==> config.mk <==
export PLATFORM = sky130hd
export DESIGN_NAME = gpp_front_flat
export DESIGN_NICKNAME = d
export VERILOG_FILES = /design/src/gpp_pkg.sv /design/src/gpp_ifs.sv /design/src/gpp_front.sv /design/src/flat_wrapper.sv
export SDC_FILE = /design/constraint.sdc
export NUM_CORES = 1
export LEC_CHECK = 0
export BUFFER_PORTS_ARGS = -buffer_cell sky130_fd_sc_hd__clkbuf_2
export CAP_MARGIN = 20
export CORE_MARGIN = 5
export CORE_UTILIZATION = 53
export DETAILED_ROUTE_END_ITERATION = 8
export PLACE_DENSITY = 0.8
export SYNTH_ARGS = -nofsm -noshare
export SYNTH_HDL_FRONTEND = slang
export SYNTH_SLANG_ARGS = --single-unit
export TNS_END_PERCENT = 30
==> constraint.sdc <==
create_clock -name clk -period 3 [get_ports clk]
set_clock_uncertainty 0.1 [all_clocks]
set_input_delay 0.6 -clock clk [delete_from_list [all_inputs] [get_ports clk]]
set_output_delay 0.6 -clock clk [all_outputs]
set_load 0.05 [all_outputs]
==> src/gpp_pkg.sv <==
// Shared types, constants and reciprocal tables for the GBM price path step block.
// No dependencies; every other file of the block imports this package.
`default_nettype none

package gpp_pkg;

  localparam int unsigned MAX_STEPS  = 1024;
  localparam int unsigned PRICE_W    = 40;
  localparam int unsigned UNI_W      = 32;
  localparam int unsigned STEP_W     = 11;
  localparam int unsigned PATH_W     = 16;
  localparam int unsigned DRIFT_W    = 32;
  localparam int unsigned VOL_W      = 31;
  localparam int unsigned CFG_IDX_W  = 3;
  localparam int unsigned CFG_DATA_W = 40;

  localparam logic [CFG_IDX_W-1:0] CFG_START_PRICE   = 3'd0;
  localparam logic [CFG_IDX_W-1:0] CFG_DRIFT         = 3'd1;
  localparam logic [CFG_IDX_W-1:0] CFG_VOLATILITY    = 3'd2;
  localparam logic [CFG_IDX_W-1:0] CFG_STEPS         = 3'd3;
  localparam logic [CFG_IDX_W-1:0] CFG_PATHS         = 3'd4;

  // Q.30 constants
  localparam logic [30:0] ONE_Q    = 31'h4000_0000;
  localparam logic [30:0] TWO_LN2  = 31'd1488522236;
  localparam logic [30:0] HALF_PI  = 31'd1686629713;
  localparam logic [29:0] LN2      = 30'd744261118;
  // floor(2^40 / LN2)
  localparam logic [10:0] LN2_RCP  = 11'd1477;
  localparam logic [PRICE_W-1:0] PRICE_MAX = {PRICE_W{1'b1}};

  // Divider table layout: cosine terms, then sine terms, then exp terms.
  localparam logic [5:0] DIV_SIN_BASE = 6'd10;
  localparam logic [5:0] DIV_EXP_BASE = 6'd20;

  typedef struct packed {
    logic [UNI_W-1:0] uniform_a;
    logic [UNI_W-1:0] uniform_b;
  } item_t;

  typedef struct packed {
    logic [PRICE_W-1:0]        start_price;
    logic signed [DRIFT_W-1:0] drift_per_step;
    logic [VOL_W-1:0]          volatility_per_step;
    logic [STEP_W-1:0]         steps_per_path;
    logic [PATH_W-1:0]         path_count;
  } cfg_t;

  typedef enum logic [4:0] {
    ST_IDLE, ST_EMIT0, ST_NORM, ST_LNSQ, ST_LNM1, ST_LNM2, ST_LNM3, ST_SQRT,
    ST_CA, ST_CX2, ST_TMUL, ST_TRCP, ST_TFIX, ST_ZMUL, ST_VZ, ST_HV, ST_XSUM,
    ST_KMUL, ST_KFIX, ST_PHI, ST_PLO, ST_PSUM, ST_SCALE, ST_EMIT1
  } back_state_t;

  // Divisor of each series term.
  function automatic logic [8:0] div_den(input logic [5:0] code);
    logic [8:0] d;
    unique case (code)
      6'd0:  d = 9'd2;    6'd1:  d = 9'd12;   6'd2:  d = 9'd30;   6'd3:  d = 9'd56;
      6'd4:  d = 9'd90;   6'd5:  d = 9'd132;  6'd6:  d = 9'd182;  6'd7:  d = 9'd240;
      6'd8:  d = 9'd306;  6'd9:  d = 9'd380;
      6'd10: d = 9'd6;    6'd11: d = 9'd20;   6'd12: d = 9'd42;   6'd13: d = 9'd72;
      6'd14: d = 9'd110;  6'd15: d = 9'd156;  6'd16: d = 9'd210;  6'd17: d = 9'd272;
      6'd18: d = 9'd342;  6'd19: d = 9'd420;
      6'd20: d = 9'd1;    6'd21: d = 9'd2;    6'd22: d = 9'd3;    6'd23: d = 9'd4;
      6'd24: d = 9'd5;    6'd25: d = 9'd6;    6'd26: d = 9'd7;    6'd27: d = 9'd8;
      6'd28: d = 9'd9;    6'd29: d = 9'd10;   6'd30: d = 9'd11;   6'd31: d = 9'd12;
      6'd32: d = 9'd13;   6'd33: d = 9'd14;
      default: d = 9'd1;
    endcase
    return d;
  endfunction

  // floor(2^33 / divisor); one correction step after the multiply gives the
  // exact quotient for dividends below 2^33.
  function automatic logic [33:0] div_rcp(input logic [5:0] code);
    logic [33:0] r;
    unique case (code)
      6'd0:  r = 34'd4294967296; 6'd1:  r = 34'd715827882;  6'd2:  r = 34'd286331153;
      6'd3:  r = 34'd153391689;  6'd4:  r = 34'd95443717;   6'd5:  r = 34'd65075262;
      6'd6:  r = 34'd47197442;   6'd7:  r = 34'd35791394;   6'd8:  r = 34'd28071681;
      6'd9:  r = 34'd22605091;
      6'd10: r = 34'd1431655765; 6'd11: r = 34'd429496729;  6'd12: r = 34'd204522252;
      6'd13: r = 34'd119304647;  6'd14: r = 34'd78090314;   6'd15: r = 34'd55063683;
      6'd16: r = 34'd40904450;   6'd17: r = 34'd31580641;   6'd18: r = 34'd25116767;
      6'd19: r = 34'd20452225;
      6'd20: r = 34'd8589934592; 6'd21: r = 34'd4294967296; 6'd22: r = 34'd2863311530;
      6'd23: r = 34'd2147483648; 6'd24: r = 34'd1717986918; 6'd25: r = 34'd1431655765;
      6'd26: r = 34'd1227133513; 6'd27: r = 34'd1073741824; 6'd28: r = 34'd954437176;
      6'd29: r = 34'd858993459;  6'd30: r = 34'd780903144;  6'd31: r = 34'd715827882;
      6'd32: r = 34'd660764199;  6'd33: r = 34'd613566756;
      default: r = 34'd8589934592;
    endcase
    return r;
  endfunction

endpackage

`default_nettype wire

==> src/gpp_ifs.sv <==
// Valid/ready channel interfaces for the uniform input pair and the price result.
// Depends on gpp_pkg for field widths.
`default_nettype none

interface gpp_in_if import gpp_pkg::*; ();
  logic             valid;
  logic             ready;
  logic [UNI_W-1:0] uniform_a;
  logic [UNI_W-1:0] uniform_b;
  modport source (output valid, uniform_a, uniform_b, input ready);
  modport sink   (input valid, uniform_a, uniform_b, output ready);
endinterface


`default_nettype wire

==> src/gpp_front.sv <==
// Front end: accepts uniform pairs, clamps a zero first uniform to one LSB and
// buffers requests in a two-entry queue for the back end. Uses gpp_pkg, gpp_in_if.
`default_nettype none

module gpp_front import gpp_pkg::*; (
  input  logic     clk,
  input  logic     rst_n,
  gpp_in_if.sink   in_ch,
  input  logic     pop,
  output logic     q_valid,
  output item_t    q_item
);

  localparam int unsigned QDEPTH = 2;

  item_t       slot_r [QDEPTH];
  logic        wr_ptr_r, wr_ptr_nxt;
  logic        rd_ptr_r, rd_ptr_nxt;
  logic [1:0]  count_r, count_nxt;
  logic        push, do_pop;
  item_t       push_item;

  assign in_ch.ready = (count_r != 2'(QDEPTH));
  assign push        = in_ch.valid && in_ch.ready;
  assign q_valid     = (count_r != 2'd0);
  assign do_pop      = pop && q_valid;
  assign q_item      = slot_r[rd_ptr_r];

  always_comb begin
    // The log of zero does not exist, so a zero fraction becomes 2^-32.
    push_item.uniform_a = (in_ch.uniform_a == '0) ? UNI_W'(1) : in_ch.uniform_a;
    push_item.uniform_b = in_ch.uniform_b;
    wr_ptr_nxt = push   ? ~wr_ptr_r : wr_ptr_r;
    rd_ptr_nxt = do_pop ? ~rd_ptr_r : rd_ptr_r;
    count_nxt  = count_r + {1'b0, push} - {1'b0, do_pop};
  end

  always_ff @(posedge clk) begin
    if (!rst_n) begin
      wr_ptr_r <= 1'b0;
      rd_ptr_r <= 1'b0;
      count_r  <= 2'd0;
    end else begin
      wr_ptr_r <= wr_ptr_nxt;
      rd_ptr_r <= rd_ptr_nxt;
      count_r  <= count_nxt;
    end
  end

  always_ff @(posedge clk) begin
    if (push) begin
      slot_r[wr_ptr_r] <= push_item;
    end
  end

  a_count_bound: assert property (@(posedge clk) disable iff (!rst_n)
    count_r <= 2'(QDEPTH))
    else $error("queue count beyond depth");

endmodule

`default_nettype wire

==> src/flat_wrapper.sv <==
// flat-port wrapper written by rule: the top's interface ports become plain ports
module gpp_front_flat import gpp_pkg::*;
  (clk, rst_n, pop, q_valid, q_item, in_ch_valid, in_ch_uniform_a, in_ch_uniform_b, in_ch_ready);
  gpp_in_if in_ch_i ();
  input  logic clk;
  input  logic rst_n;
  input  logic pop;
  output logic q_valid;
  output item_t q_item;
  input wire logic [$bits(in_ch_i.valid)-1:0] in_ch_valid;
  input wire logic [$bits(in_ch_i.uniform_a)-1:0] in_ch_uniform_a;
  input wire logic [$bits(in_ch_i.uniform_b)-1:0] in_ch_uniform_b;
  output wire logic [$bits(in_ch_i.ready)-1:0] in_ch_ready;
  assign in_ch_i.valid = in_ch_valid;
  assign in_ch_i.uniform_a = in_ch_uniform_a;
  assign in_ch_i.uniform_b = in_ch_uniform_b;
  assign in_ch_ready = in_ch_i.ready;
  gpp_front u_core (.clk(clk), .rst_n(rst_n), .in_ch(in_ch_i), .pop(pop), .q_valid(q_valid), .q_item(q_item));
endmodule
==> results of run 1 <==
[power by group through the flow]
stage	registers [uW]	logic [uW]	clock network, uW
after global placement	2470	2370	0
after CTS	2450	2390	1980
after detailed placement	2480	2380	0
final	2440	2360	1930
after floorplan	2430	2090	0
after global routing	2470	2470	2060
[worst max-delay path, stage by stage, from the launching register on]
cell	delay, ns
dfxtp_4	0.52
buf_4	0.35
mux2_4	0.33
clkbuf_2	0.23
[flip-flops by register name (all words and copies together) (netlist names), named ones only]
signal           count
u_core.wr_ptr_r      1
u_core.rd_ptr_r      1
u_core.count_r       2
u_core.slot_r      128
[per-layer routing]
| metal | global-route usage, % | share of wire, % | up-vias | wire [um] |
|---|---|---|---|---|
| li1 | - | - | 1242 | - |
| met1 | 18.0 | 43 | 1256 | 3780 |
| met2 | 23.3 | 48 | 101 | 4260 |
| met3 | 6.67 | 7.6 | 8 | 672 |
| met4 | 6.24 | 1.0 | 0 | 90 |
| met5 | 0 | 0 | - | 0 |
[final timing paths]
| path | startpoint | cells after the start | to | slack [ns] |
|---|---|---|---|---|
| max | register | 3 | q_item[17] | 0.34 |
| min reg2reg | u_core.rd_ptr_r | 2 | u_core.rd_ptr_r | 0.43 |
| min | in_ch_uniform_b[5] | 1 | u_core.slot_r[1][5] | 0.19 |
| max reg2reg | u_core.count_r[1] | 7 | u_core.count_r[1] | 1.30 |
[logic make-up (layout without fill, tap and decap cells)]
kind of cell	count (synthesis)	after routing	synth area share (%)
multiplexers	64	64	17.7
XOR/XNOR	2	2	0.327
adder cells (fa/ha/maj)	2	2	0.467
buffers and inverters	42	172	4.91
AND/OR/NAND/NOR	21	21	2.45
flip-flops	133	133	73.6
AO/OA/AOI/OAI	4	4	0.561
[cell usage in the layout (no fill, tap or decap), types with 4 or more instances in the layout]
cell | Yosys | routed
nor4_1 | 8 | 8
dfxtp_1 | 5 | 4
mux2_4 | 60 | 60
clkbuf_16 | 0 | 16
edfxtp_1 | 128 | 128
mux2_2 | 4 | 4
clkbuf_2 | 0 | 133
clkinv_2 | 0 | 5
[per-stage QoR]
step,power [uW],area (um2)
2_1_floorplan,4520,5360
4_1_cts,6820,6570
6_report,6730,6570
3_5_place_dp,4870,6010
3_3_place_gp,4840,6010
5_1_grt,7000,6570
[area by class of cell]
cell class | count | area (um2)
Timing Repair Buffer | 137 | 733
Tap cell | 133 | 166
Multi-Input combinational cell | 93 | 1150
Fill cell | 697 | 3250
Inverter | 4 | 15.0
Clock buffer | 20 | 425
Sequential cell | 133 | 3950
Clock inverter | 11 | 135
[Yosys cell counts (all sizes together)]
| cell type | n | share of area [%] |
|---|---|---|
| and2 | 3 | 0.35 |
| xnor2 | 1 | 0.16 |
| o21a | 1 | 0.14 |
| inv | 4 | 0.28 |
| a21bo | 1 | 0.19 |
| nor4 | 8 | 0.93 |
| nor2 | 3 | 0.21 |
| o21bai | 1 | 0.14 |
| clkbuf | 31 | 2.2 |
| and3 | 1 | 0.12 |
| buf | 7 | 2.5 |
| nor3 | 1 | 0.093 |
| xor2 | 1 | 0.16 |
| a21oi | 1 | 0.093 |
| mux2 | 64 | 18 |
| edfxtp | 128 | 72 |
| nand3b | 1 | 0.14 |
| ha | 2 | 0.47 |
| or2 | 1 | 0.12 |
| nand2b | 1 | 0.26 |
| dfxtp | 5 | 1.9 |
| nand4 | 2 | 0.23 |
==> key figures, run 1 <==
Status
  • Status: complete, no violations

STA
  • Slew Limit Fails: 0
  • Final hold slack: 0.186 ns
  • Worst slew pin tran: 0.458 ns
  • Setup TNS: 0 ns
  • Final period utilization: 88.7%
  • Final setup viols: 0
  • PnR worst setup slack: 0.339 ns
  • Final critical-path required period: 2.66 ns
  • RSZ-0062 raised after global routing: false
  • Hold Fails Final Rpt: 0
  • Top achievable clock speed: 376 MHz
  • Slew HR: 69.2%

Finish
  • Share of cells above drive strength 1: 58.8%
  • Nets: 456
  • Fin cells: 531
  • Area Overhead vs Synth: 22.7%
  • N_diodes: 0
  • Fin util: 66.9%

Floorplanning
  • Boundary pin count: 134
  • DIE HEIGHT: 111 um
  • Die area: 12200 um2
  • Row count: 36
  • Core Box Area: 9820 um2
  • Initial core utilization: 54.5%
  • Die X: 111 um

Clock network
  • # clock sinks: 133
  • TritonCTS Buffers: 17
  • Number of gates resized after CTS: 0
  • Clk_lat worst skew: 0.50 ns
  • Root buffer cell: clkbuf_8
  • Clk buf depth: 2
  • Clock transition at path regs: 0.06 ns
  • TritonCTS clock tree: built
  • H-tree lvl count: 4
  • Post-CTS Hold Buffers: 0
  • Setup repair bufs after CTS: 0

Power and ir drop
  • Switch Pwr: 2380 uW
  • Static leakage: 0.00263 uW
  • Gate power share: 35.0%
  • P per Cell Area: 1020 nW/um2
  • Internal cell power: 4350 uW
  • Sequential power share: 36.3%
  • Switching part of the total: 35.3%
  • Clock power share: 28.7%
  • Peak VDD IR: 571 uV

GRT
  • GR Overflow Total: 0
  • Initial antenna violation count: 0
  • First-pass GRT wire length: 14.1 mm
  • Global Route Usage Sum: 14.9%
  • Largest net degree at the start of global routing: 65
  • Number of global-route vias before repair: 2816

Placement
  • DP HPWL: 5.96 mm
  • Cell count after placement: 500
  • RePlAce Congestion: 0.732
  • Pre-CTS setup slack: 0.830 ns
  • Port Buffers: 133

Synth
  • FF+latch count, synth: 133
  • Post-synthesis sequential area ratio: 73.6%
  • Post-Syn Area: 5360 um2
  • Synthesized instance count: 268
  • Synth Net Count: 338
  • Yosys cell types: 24
  • Synth Area per Inst: 20.0 um2
  • Ys Warns: 0

Setup path
  • Critical path class: reg -> out
  • CP arrival: 1.96 ns
  • Worst EP required: 2.30 ns
  • Worst setup SP type: register
  • CP Max Fanout: 16
  • CP Capture Type: primary output

Routing
  • Detailed-route wire length per cell: 16.6 um
  • Pre-antenna DRT Iters: 4
  • Routed Antenna Nets: 0
  • Iteration-0 DRC Markers: 75
  • Final wirelength: 8.80 mm
  • Via density per instance: 4.91
  • Vias: 2607
  • # DRC: 0

Worst hold path
  • Hold Crit Class: in -> reg

Job
  • Max Cap Violations: 0
No activity file was read; power rests on OpenSTA's default activity.
==> run 2, diff against run 1 <==
--- a/config.mk
+++ b/config.mk
@@ -8,9 +8,8 @@
 export BUFFER_PORTS_ARGS = -buffer_cell sky130_fd_sc_hd__clkbuf_2
 export CAP_MARGIN = 20
 export CORE_MARGIN = 5
-export CORE_UTILIZATION = 53
+export CORE_UTILIZATION = 40
 export DETAILED_ROUTE_END_ITERATION = 8
-export PLACE_DENSITY = 0.8
 export SYNTH_ARGS = -nofsm -noshare
 export SYNTH_HDL_FRONTEND = slang
 export SYNTH_SLANG_ARGS = --single-unit
==> run 2 against run 1 <==
- count of clock-buffer cells in the layout grew 9
- sequential share of layout area down 0.44 points
- power about the same
- critical endpoint is now q_item[2]
==> key figures, run 2 (synthesized netlist as in run 1, its figures left out) <==
Clock network
  • Root buffer cell: clkbuf_16 (was clkbuf_8)
  • H-tree lvl count: 4 (unchanged)
  • Clock transition at path regs: 0.05 ns (was 0.06 ns)
  • TritonCTS clock tree: built (unchanged)
  • TritonCTS Buffers: 17 (unchanged)
  • # clock sinks: 133 (unchanged)
  • Post-CTS Hold Buffers: 0 (unchanged)
  • Setup repair bufs after CTS: 0 (unchanged)
  • Number of gates resized after CTS: 0 (unchanged)
  • Clk buf depth: 2 (unchanged)
  • Clk_lat worst skew: 0.40 ns (was 0.50 ns)

Routing
  • Final wirelength: 9.37 mm (was 8.80 mm)
  • Iteration-0 DRC Markers: 138 (was 75)
  • Detailed-route wire length per cell: 16.2 um (was 16.6 um)
  • # DRC: 0 (unchanged)
  • Via density per instance: 4.57 (was 4.91)
  • Routed Antenna Nets: 0 (unchanged)
  • Pre-antenna DRT Iters: 4 (unchanged)
  • Vias: 2635 (was 2607)

GRT
  • Number of global-route vias before repair: 2807 (was 2816)
  • First-pass GRT wire length: 14.5 mm (was 14.1 mm)
  • GR Overflow Total: 0 (unchanged)
  • Largest net degree at the start of global routing: 38 (was 65)
  • Initial antenna violation count: 0 (unchanged)
  • Global Route Usage Sum: 12.1% (was 14.9%)

Setup path
  • Worst path cell trace: buf_4 > mux2_2 > clkbuf_2 (was buf_4 > mux2_4 > clkbuf_2)
  • Worst Path Buf+Inv: 2 (unchanged)
  • CP Max Fanout: 27 (was 16)
  • CP delay by family, top: buffers and inverters (unchanged)
  • Critical path class: reg -> out (unchanged)
  • CP arrival: 1.82 ns (was 1.96 ns)
  • CP max-delay cell: buf_4 (was dfxtp_4)
  • Critical Path Max Stage Delay: 0.42 ns (was 0.52 ns)
  • Worst setup SP type: register (unchanged)
  • Worst EP required: 2.30 ns (about the same)
  • CP Capture Type: primary output (unchanged)

Floorplanning
  • Die area: 15800 um2 (was 12200 um2)
  • Boundary pin count: 134 (unchanged)
  • Core Box Area: 13200 um2 (was 9820 um2)
  • Initial core utilization: 40.6% (was 54.5%)
  • Row count: 42 (was 36)
  • DIE HEIGHT: 126 um (was 111 um)
  • Die X: 126 um (was 111 um)

Finish
  • Max reg flops: 128 (unchanged)
  • Commonest non-fill, non-tap cell in the layout: clkbuf_2 (unchanged)
  • Commonest non-fill, non-tap cells in the layout: 133 x clkbuf_2, 128 x edfxtp_1, 60 x mux2_4 (unchanged)
  • Area Overhead vs Synth: 23.6% (was 22.7%)
  • N_diodes: 0 (unchanged)
  • Biggest register: u_core.slot_r (unchanged)
  • Top Registers: u_core.slot_r x128, u_core.count_r x2 (unchanged)
  • Nets: 458 (was 456)
  • Share of cells above drive strength 1: 58.4% (was 58.8%)

STA
  • Worst slew pin tran: 0.484 ns (was 0.458 ns)
  • Top achievable clock speed: 397 MHz (was 376 MHz)
  • Slew Limit Fails: 0 (unchanged)
  • RSZ-0062 raised after global routing: false (unchanged)
  • Slew HR: 67.5% (was 69.2%)
  • Setup TNS: 0 ns (unchanged)
  • Final critical-path required period: 2.52 ns (was 2.66 ns)
  • Hold Fails Final Rpt: 0 (unchanged)
  • Final hold slack: 0.283 ns (was 0.186 ns)
  • Final period utilization: 83.9% (was 88.7%)
  • Final setup viols: 0 (unchanged)

Power and ir drop
  • Static leakage: 0.00262 uW (was 0.00263 uW)
  • P per Cell Area: 1020 nW/um2 (about the same)
  • Peak VDD IR: 454 uV (was 571 uV)

Worst hold path
  • Hold Crit Class: in -> reg (unchanged)

Placement
  • DP HPWL: 6.42 mm (was 5.96 mm)
  • RePlAce Congestion: 0.665 (was 0.732)
  • Port Buffers: 133 (unchanged)

Job
  • Max Cap Violations: 0 (unchanged)

Status
  • Status: complete, no violations (unchanged)
==> run 2: changes by cell type in the layout (fill, tap and decap cells not counted), moves of 2 or more <==
| cell | previous run | this run |
|---|---|---|
| clkinv_2 | 5 | 0 |
| buf_4 | 1 | 5 |
| clkbuf_1 | 3 | 7 |
| clkbuf_8 | 1 | 5 |
| buf_12 | 3 | 1 |
| bufinv_16 | 3 | 1 |
==> run 2: worst register-to-register path: stages, from the launching register on <==
cell	delay [ns]
dfxtp_1	0.36
o21a_1	0.24
ha_1	0.29
inv_1	0.04
ha_1	0.19
xor2_1	0.15
and2_1	0.16
nor3_1	0.12
==> run 2: metal layers <==
layer  vias to the layer above  routed length (um)  GRT usage (%)
met1                      1277                4080           15.2
li1                       1245                   -              -
met3                         9                 703           5.42
met5                         -                   0              0
met4                         0                 119           5.17
met2                       104                4460           18.1
==> run 2: final cells by class <==
type / instances / area [um2]
fill: 1122 / 6570
sequential: 133 / 3950
multi-input combinational: 93 / 1150
timing repair buffer: 139 / 723
clock buffer: 29 / 520
tap: 176 / 220
clock inverter: 3 / 45.0
inverter: 4 / 15.0
==> run 2: final timing paths <==
path	start	end	slack [ns]	depth (start not counted)
worst max-delay path	register	q_item[2]	0.48	3
worst min-delay path	in_ch_uniform_b[0]	u_core.slot_r[1][0]	0.28	1
worst max register to register	u_core.count_r[1]	u_core.count_r[1]	1.28	7
worst min register to register	u_core.rd_ptr_r	u_core.rd_ptr_r	0.43	2
==> run 2: per-stage QoR <==
step | total power (uW) | instances | area [um2] | worst slack, ns | utilization, %
3_3_place_gp | 4850 | 545 | 6060 | 0.883 | 45.9
6_report | 6730 | 577 | 6620 | 0.482 | 50.2
5_1_grt | 7000 | 577 | 6620 | 0.387 | 50.2
2_1_floorplan | 4520 | 268 | 5360 | 0.300 | -
3_5_place_dp | 4880 | 545 | 6060 | 0.880 | 45.9
4_1_cts | 6840 | 577 | 6620 | 0.426 | 50.2
==> run 2: power by group <==
group	leakage (uW)	switching, uW	total, uW	internal, uW
Clock	0.000268	679	1930	1250
Sequential	0.00124	69.9	2410	2340
Combinational	0.00112	1630	2390	764
Total	0.00262	2380	6730	4350
